$ cat config.mk
export PLATFORM = sky130hd
export DESIGN_NAME = sdt_tok_fifo
export DESIGN_NICKNAME = d
export VERILOG_FILES = /design/src/design/sdt_pkg.sv /design/src/design/sdt_tok_fifo.sv
export SDC_FILE = /design/constraint.sdc
export NUM_CORES = 1
export LEC_CHECK = 0
export BUFFER_PORTS_ARGS = -buffer_cell sky130_fd_sc_hd__buf_2
export CAP_MARGIN = 0
export CORE_AREA = 2 2 125 127
export CTS_CLUSTER_SIZE = 14
export DETAILED_ROUTE_END_ITERATION = 16
export DIE_AREA = 0 0 127 129
export PLACE_DENSITY = 0.91
export SKIP_LAST_GASP = 1
export SLEW_MARGIN = 15
export SYNTH_ARGS = -nofsm -noshare
export SYNTH_HDL_FRONTEND = slang
export SYNTH_SLANG_ARGS = --single-unit
$ cat constraint.sdc
create_clock -name clk -period 5.45 [get_ports clk]
set_clock_uncertainty 0.15 [all_clocks]
set_input_delay 0.2725 -clock clk [delete_from_list [all_inputs] [get_ports clk]]
set_output_delay 0.2725 -clock clk [all_outputs]
set_load 0.005 [all_outputs]
$ cat src/design/sdt_pkg.sv
package sdt_pkg;

    // defaults for the top level parameters
    localparam int KEYWORD_BYTES_DEF = 16;   // range 14 to 32
    localparam int OFFSET_BITS_DEF   = 16;   // range 8 to 32

    // output field widths
    localparam int KIND_W = 6;
    localparam int FIELD_W = 16;

    // token kinds
    localparam logic [KIND_W-1:0] KIND_ID    = 6'd0;
    localparam logic [KIND_W-1:0] KIND_DOT   = 6'd1;
    localparam logic [KIND_W-1:0] KIND_COMMA = 6'd2;
    localparam logic [KIND_W-1:0] KIND_LP    = 6'd3;
    localparam logic [KIND_W-1:0] KIND_RP    = 6'd4;
    localparam logic [KIND_W-1:0] KIND_EQ    = 6'd5;
    localparam logic [KIND_W-1:0] KIND_KW0   = 6'd6;
    localparam logic [KIND_W-1:0] KIND_END   = 6'd54;

    // byte codes
    localparam logic [7:0] CH_NUL     = 8'h00;
    localparam logic [7:0] CH_TAB     = 8'h09;
    localparam logic [7:0] CH_CR      = 8'h0D;
    localparam logic [7:0] CH_SPACE   = 8'h20;
    localparam logic [7:0] CH_DQUOTE  = 8'h22;
    localparam logic [7:0] CH_SQUOTE  = 8'h27;
    localparam logic [7:0] CH_LPAREN  = 8'h28;
    localparam logic [7:0] CH_RPAREN  = 8'h29;
    localparam logic [7:0] CH_COMMA   = 8'h2C;
    localparam logic [7:0] CH_DOT     = 8'h2E;
    localparam logic [7:0] CH_EQUALS  = 8'h3D;
    localparam logic [7:0] CH_BSLASH  = 8'h5C;
    localparam logic [7:0] CH_BQUOTE  = 8'h60;
    localparam logic [7:0] CH_LOWER_A = 8'h61;
    localparam logic [7:0] CH_LOWER_Z = 8'h7A;
    localparam logic [7:0] CASE_DIFF  = 8'h20;

    // keyword table, text right-justified and zero-padded
    localparam int KW_COUNT   = 48;
    localparam int KW_MAX_LEN = 14;
    localparam logic [KW_MAX_LEN*8-1:0] KW_TEXT [KW_COUNT] = '{
        "ADD", "AFTER", "ALTER", {"AUTO_", "INCREMENT"}, "CASCADE", "CHANGE",
        {"COLUMN_", "FORMAT"}, "COLUMN", "COMMENT", "CONSTRAINT", "CREATE", "DEFAULT",
        "DROP", "DYNAMIC", "EXISTS", "FIRST", "FIXED", "FOREIGN", "FULLTEXT",
        "IF", "IGNORE", "INDEX", "INVISIBLE", "KEY", "KEYS", "LIKE", "MODIFY",
        "NOT", "ONLINE", "OR", "PERIOD", "PRIMARY", {"REF_", "SYSTEM_ID"}, "REMOVE",
        "RENAME", "REPLACE", "RESTRICT", "SPATIAL", "SYSTEM", "TABLE", "TO",
        "UNIQUE", "UNSIGNED", "VERSIONING", "WITH", "WITHOUT", "ZEROFILL", "NULL"
    };

    // result queue depth, room for two tokens per byte plus slack
    localparam int FIFO_DEPTH = 4;

    typedef enum logic [1:0] {
        MODE_IDLE  = 2'd0,
        MODE_WORD  = 2'd1,
        MODE_QUOTE = 2'd2,
        MODE_ESC   = 2'd3
    } mode_t;

    typedef struct packed {
        logic [KIND_W-1:0]  kind;
        logic [FIELD_W-1:0] start;
        logic [FIELD_W-1:0] length;
        logic               unterminated;
        logic               last;
    } token_t;

    function automatic logic is_space(input logic [7:0] c);
        return (c == CH_SPACE) || ((c >= CH_TAB) && (c <= CH_CR));
    endfunction

    function automatic logic ends_word(input logic [7:0] c);
        return (c == CH_DOT) || (c == CH_COMMA) || (c == CH_LPAREN) ||
               (c == CH_RPAREN) || (c == CH_BQUOTE) || (c == CH_SQUOTE) ||
               (c == CH_DQUOTE) || (c == CH_EQUALS) || is_space(c);
    endfunction

    function automatic logic [7:0] to_upper(input logic [7:0] c);
        return ((c >= CH_LOWER_A) && (c <= CH_LOWER_Z)) ? (c - CASE_DIFF) : c;
    endfunction

    // number of text bytes in keyword i
    function automatic int kw_len(input int i);
        logic [KW_MAX_LEN*8-1:0] t;
        int n;
        t = KW_TEXT[i];
        n = 0;
        for (int j = 0; j < KW_MAX_LEN; j++) begin
            if (t[8*j +: 8] != CH_NUL) begin
                n = n + 1;
            end
        end
        return n;
    endfunction

    // byte j of keyword i, counted from the first character
    function automatic logic [7:0] kw_byte(input int i, input int j);
        logic [KW_MAX_LEN*8-1:0] t;
        int n;
        logic [7:0] b;
        t = KW_TEXT[i];
        n = kw_len(i);
        b = CH_NUL;
        if (j < n) begin
            b = t[8*(n-1-j) +: 8];
        end
        return b;
    endfunction

endpackage

$ cat src/design/sdt_tok_fifo.sv
module sdt_tok_fifo #(
    parameter int DEPTH = 4
) (
    input  logic             clk,
    input  logic             rst_n,
    input  logic [1:0]       push_cnt,
    input  sdt_pkg::token_t  push0,
    input  sdt_pkg::token_t  push1,
    output logic             room,
    output logic             out_valid,
    input  logic             out_ready,
    output sdt_pkg::token_t  out_tok
);
    import sdt_pkg::*;

    localparam int PTR_W = $clog2(DEPTH);
    localparam int CNT_W = $clog2(DEPTH + 1);

    token_t             mem_reg [DEPTH];
    logic [PTR_W-1:0]   wr_ptr_reg, wr_ptr_next;
    logic [PTR_W-1:0]   rd_ptr_reg, rd_ptr_next;
    logic [CNT_W-1:0]   count_reg, count_next;
    logic [PTR_W-1:0]   wr_ptr_plus1;
    logic               pop;

    // status toward both sides
    assign out_valid = (count_reg != '0);
    assign room      = (count_reg <= CNT_W'(DEPTH - 2));
    assign out_tok   = mem_reg[rd_ptr_reg];
    assign pop       = out_valid && out_ready;

    // pointer and occupancy update
    always_comb
    begin
        wr_ptr_plus1 = PTR_W'(wr_ptr_reg + 1'b1);
        wr_ptr_next  = PTR_W'(wr_ptr_reg + PTR_W'(push_cnt));
        rd_ptr_next  = pop ? PTR_W'(rd_ptr_reg + 1'b1) : rd_ptr_reg;
        count_next   = CNT_W'(count_reg + CNT_W'(push_cnt) - CNT_W'(pop));
    end

    always_ff @(posedge clk or negedge rst_n)
    begin
        if (!rst_n)
        begin
            wr_ptr_reg <= '0;
            rd_ptr_reg <= '0;
            count_reg  <= '0;
        end
        else
        begin
            wr_ptr_reg <= wr_ptr_next;
            rd_ptr_reg <= rd_ptr_next;
            count_reg  <= count_next;
        end
    end

    // token storage, up to two writes per cycle
    always_ff @(posedge clk)
    begin
        if (push_cnt != 2'd0)
        begin
            mem_reg[wr_ptr_reg] <= push0;
        end
        if (push_cnt == 2'd2)
        begin
            mem_reg[wr_ptr_plus1] <= push1;
        end
    end

    a_count_bound: assert property (@(posedge clk) disable iff (!rst_n)
        count_reg <= CNT_W'(DEPTH))
        else $error("token queue occupancy beyond depth");

endmodule

; Word-level counts from Yosys, hierarchy flattened
; Memory sizes are Yosys's and may differ from the RTL's.
; Index checks and enable logic that the tools add are counted.
[word_totals]
ff_bits = 7
ramBits = 160
input_bits = 85
out_inout_bits = 42
wordCells = 18
mem_count = 1
[op_classes]
n_addsub = 5
magnitude_cmp = 1
eq_ne = 1
mux = 4
reduce_logical = 3
[mem_list]
columns = name, words, word_bits, read_ports, rd_clocked_by_memory_dff, write_ports, line
row1 = mem_reg, 4, 40, 1, 0, 2, sdt_tok_fifo.sv:19  ; token_t mem_reg [DEPTH];
[ops]
columns = cell, count
row1 = 2-bit by 1-bit adder with 2-bit output (second input constant), 2
row2 = 1-bit two-way mux, 4
row3 = 3-bit by 2-bit adder with 3-bit output, 1
row4 = 3-bit by 2-bit <= comparator with 1-bit output (second input constant), 1
row5 = 3-bit nonzero test, 1
row6 = 3-bit by 1-bit subtractor with 3-bit output, 1
row7 = 2-bit adder, 1
row8 = 2-bit equality test (second input constant), 1
row9 = 2-bit nonzero test, 1
row10 = 1-bit logical AND, 1

; Logic depth before layout (Yosys ltp)
[depth]
word_depth = 3
ltp_mapped = 7
ltp_nobuf = 7

; Least setup slack after synthesis
; Ideal clock, no wire load.
[synth_path]
kind = reg-to-reg
start = reg wr_ptr_reg[0]
end = mem mem_reg[0][0] (netlist name), enable pin
setup_ns = 0.493
t_arrival_ns = 3.463
required_time_ns = 4.807
setup_slack_ns = 1.344
path_stages_with_launch = 3
path_buffers = 0
period_less_slack_ns = 4.106
cell_sequence = dfrtp_1 > o21bai_1 > o21ai_0
[synth_rtl]
columns = item, line
row1 = start: declaration, sdt_tok_fifo.sv:20  ; logic [PTR_W-1:0] wr_ptr_reg, wr_ptr_next;
row2 = start signal: assignment, sdt_tok_fifo.sv:51  ; wr_ptr_reg <= wr_ptr_next;
row3 = end: declaration, sdt_tok_fifo.sv:19

==> flow_summary.ini <==
[timing]
slew_viol_final = 0
hold_viol_final = 0
setup_viol = 0
relSlewSlack = 0.265
period_minus_slack_ns = 3.01
tightest_slew_ns = 1.10
timing.fmax_mhz = 332
worst_slack_ns = 2.44
rsz0062_at_grt = false
setup-tns-final_ns = 0
period_share = 0.553

[power_and_ir_drop]
fin_total_pwr_w = 0.00470
power.density_mw_per_mm2 = 490
leakagePower_nw = 3.51
ir_worst_vdd_uv = 432

[global_route]
gr-usage-met2 = 0.389
grt_use_met1 = 0.280
grt_pass1_wl_microns = 27100
first_global_vias = 4884
gr-total-overflow = 0
track_usage = 0.225
antenna_found_initial = 1
grt_max_degree = 43
met3_usage = 0.0491
busiest_layer = met2

[clock_tree]
clkTransAtPathRegs_ns = 0.06
clkSinkCount = 167
cts_buffers = 17
clockBufferDepth = 2
clk_latency_ns = 0.42
cts_tree = yes
cts_resized = 0
postCtsSetupBuffers = 0
clock-root-buffer = clkbuf_16
htreeDepth = 4

[layout]
post_route_cells_drive_above_1_share = 0.639
largest_reg_flops = 160
fin_nets = 643
area_delta_synth_final_pct = 14.3
nFillCells = 1017

[floorplan]
fp.dieH_microns = 129
dieArea_sq_mm = 0.0164
initial_utilization = 0.561
fp.coreArea_sq_mm = 0.0150
ioPinCount = 127
fp.dieW_microns = 127
num_rows = 45

[detailed_routing]
wl_per_cell_microns = 23.3
dr.pass1.iters = 4
drt_iter0_drc = 372
viasPerCell = 5.97
via_count = 4498
drc_errors = 0
ant_nets = 0
routed_wl_microns = 17600

[place]
gp_congestion = 0.755
io_buffer_count = 126
dp_hpwl_microns = 10900
pre_cts_ws_ns = 2.45

[logic_synthesis]
synthDistinctLibCells = 28
syn_area_per_cell_sq_um = 19.6
postSynthNetCount = 518
ys_warn_count = 0
seq_area_frac_synth = 0.593
synth-seq-cells = 167
synth_cells = 428
netlist_area_sq_mm = 0.00840

[setup_path]
worstPathArrival_ns = 2.94
crit_path_max_fanout = 41
crit_type = register to register
cp.required_ns = 5.38
rrSetupSlack_ns = 2.44
crit_path_start_kind = register
endpoint_kind = register

[run_status]
status = finished, final reports clean

[hold_path]
hold_path_class = input pin to register

[flow_run]
cap_violations = 0
[metrics by stage]
step                cells  utilization  instance area (sq um)  hold slack (ns)
global placement      721        0.608                   9110          -0.0358
global route          754        0.641                   9610           0.0286
CTS                   753        0.641                   9600           0.0173
detailed placement    721        0.608                   9110          -0.0225
floorplan             428            -                   8400           -0.173
finish                754        0.641                   9610           0.0402
[per-layer routing]
metal  up-vias  share of wire
met5         -              0
li1       1999              -
met1      2333           0.41
met3        24          0.052
met4         0          0.018
met2       142           0.52
[what timing repair did]
item	4_1_cts	5_1_grt
setup endpoints to repair	0	0
hold buffers	1	0
hold endpoints to repair	7	0
[critical path, stage by stage, from the launching register on]
cell,delay [ns]
dfrtp_1,0.53
and4bb_4,1.05
o21bai_4,0.47
buf_4,0.46
[cell usage after synthesis]
cell type	number	share of area
a21oi_1	1	0.00060
and4bb_1	1	0.0015
and4bb_2	1	0.0015
buf_1	3	0.0013
buf_12	4	0.0095
buf_2	11	0.0066
buf_6	10	0.013
clkbuf_1	1	0.00045
dfrtp_1	7	0.021
edfxtp_1	160	0.57
fa_1	1	0.0024
ha_1	4	0.0060
inv_1	7	0.0031
mux2_1	3	0.0040
mux2_2	108	0.14
mux2_4	49	0.088
mux2i_1	1	0.0012
mux4_2	40	0.11
nand4b_1	1	0.0010
nor2_1	2	0.00089
nor4b_4	1	0.0028
o21ai_0	1	0.00060
o21bai_1	2	0.0018
o311ai_0	1	0.0010
o31a_1	1	0.0010
or3_1	1	0.00075
xnor2_1	5	0.0052
xor2_1	1	0.0010
[final timing paths]
kind | start | to | cells after the start
worst max-delay path | wr_ptr_reg[1] | mem_reg[2][17] | 3
worst min-delay path | push0[37] | mem_reg[2][37] | 2
worst max register to register | wr_ptr_reg[1] | mem_reg[2][17] | 3
worst min register to register | count_reg[2] | count_reg[2] | 1
max in group asynchronous | rst_n | rd_ptr_reg[0] | 2
min in group asynchronous | rst_n | rd_ptr_reg[0] | 2
[layout make-up]
type	instances	area, sq um	share of cell area
clock buffer	24	452	0.0470
multi-input combinational	225	3170	0.330
sequential	167	4980	0.519
antenna	1	2.50	0.000260
tap	188	235	0.0245
clock inverter	7	31.3	0.00326
inverter	7	26.3	0.00274
timing repair buffer	135	701	0.0729
[power by group]
group | internal, W | switching (W) | total (W) | leakage (nW)
Sequential | 0.00191 | 0.000283 | 0.00220 | 1.58
Clock | 0.000571 | 0.000453 | 0.00102 | 0.238
Combinational | 0.000806 | 0.000679 | 0.00149 | 1.70
Total | 0.00329 | 0.00141 | 0.00470 | 3.51
[cell families (layout without fill, tap and decap cells)]
kind of cell               Yosys count  after routing  synth area share
and+or+nand+nor                      7              7           0.00849
AOI/OAI and AO/OA                    6              6           0.00506
muxes                              201            201             0.345
buffers and inverters               36            173            0.0344
other                                0              1                 0
DFF                                167            167             0.593
xor gates and xnor gates             6              6           0.00625
adders and majority gates            5              5           0.00834
[cell usage in the layout (no fill, tap or decap), types with 2 or more instances in the layout]
master / count
clkbuf_16: 17
mux2_1: 3
clkbuf_1: 7
buf_2: 126
mux2_4: 49
edfxtp_1: 160
clkinv_2: 4
ha_1: 4
xnor2_1: 5
dfrtp_1: 5
mux4_2: 40
nor2_4: 2
mux2_2: 108
clkinv_1: 3
buf_4: 8
inv_1: 7
No activity file was read; power rests on OpenSTA's default activity.
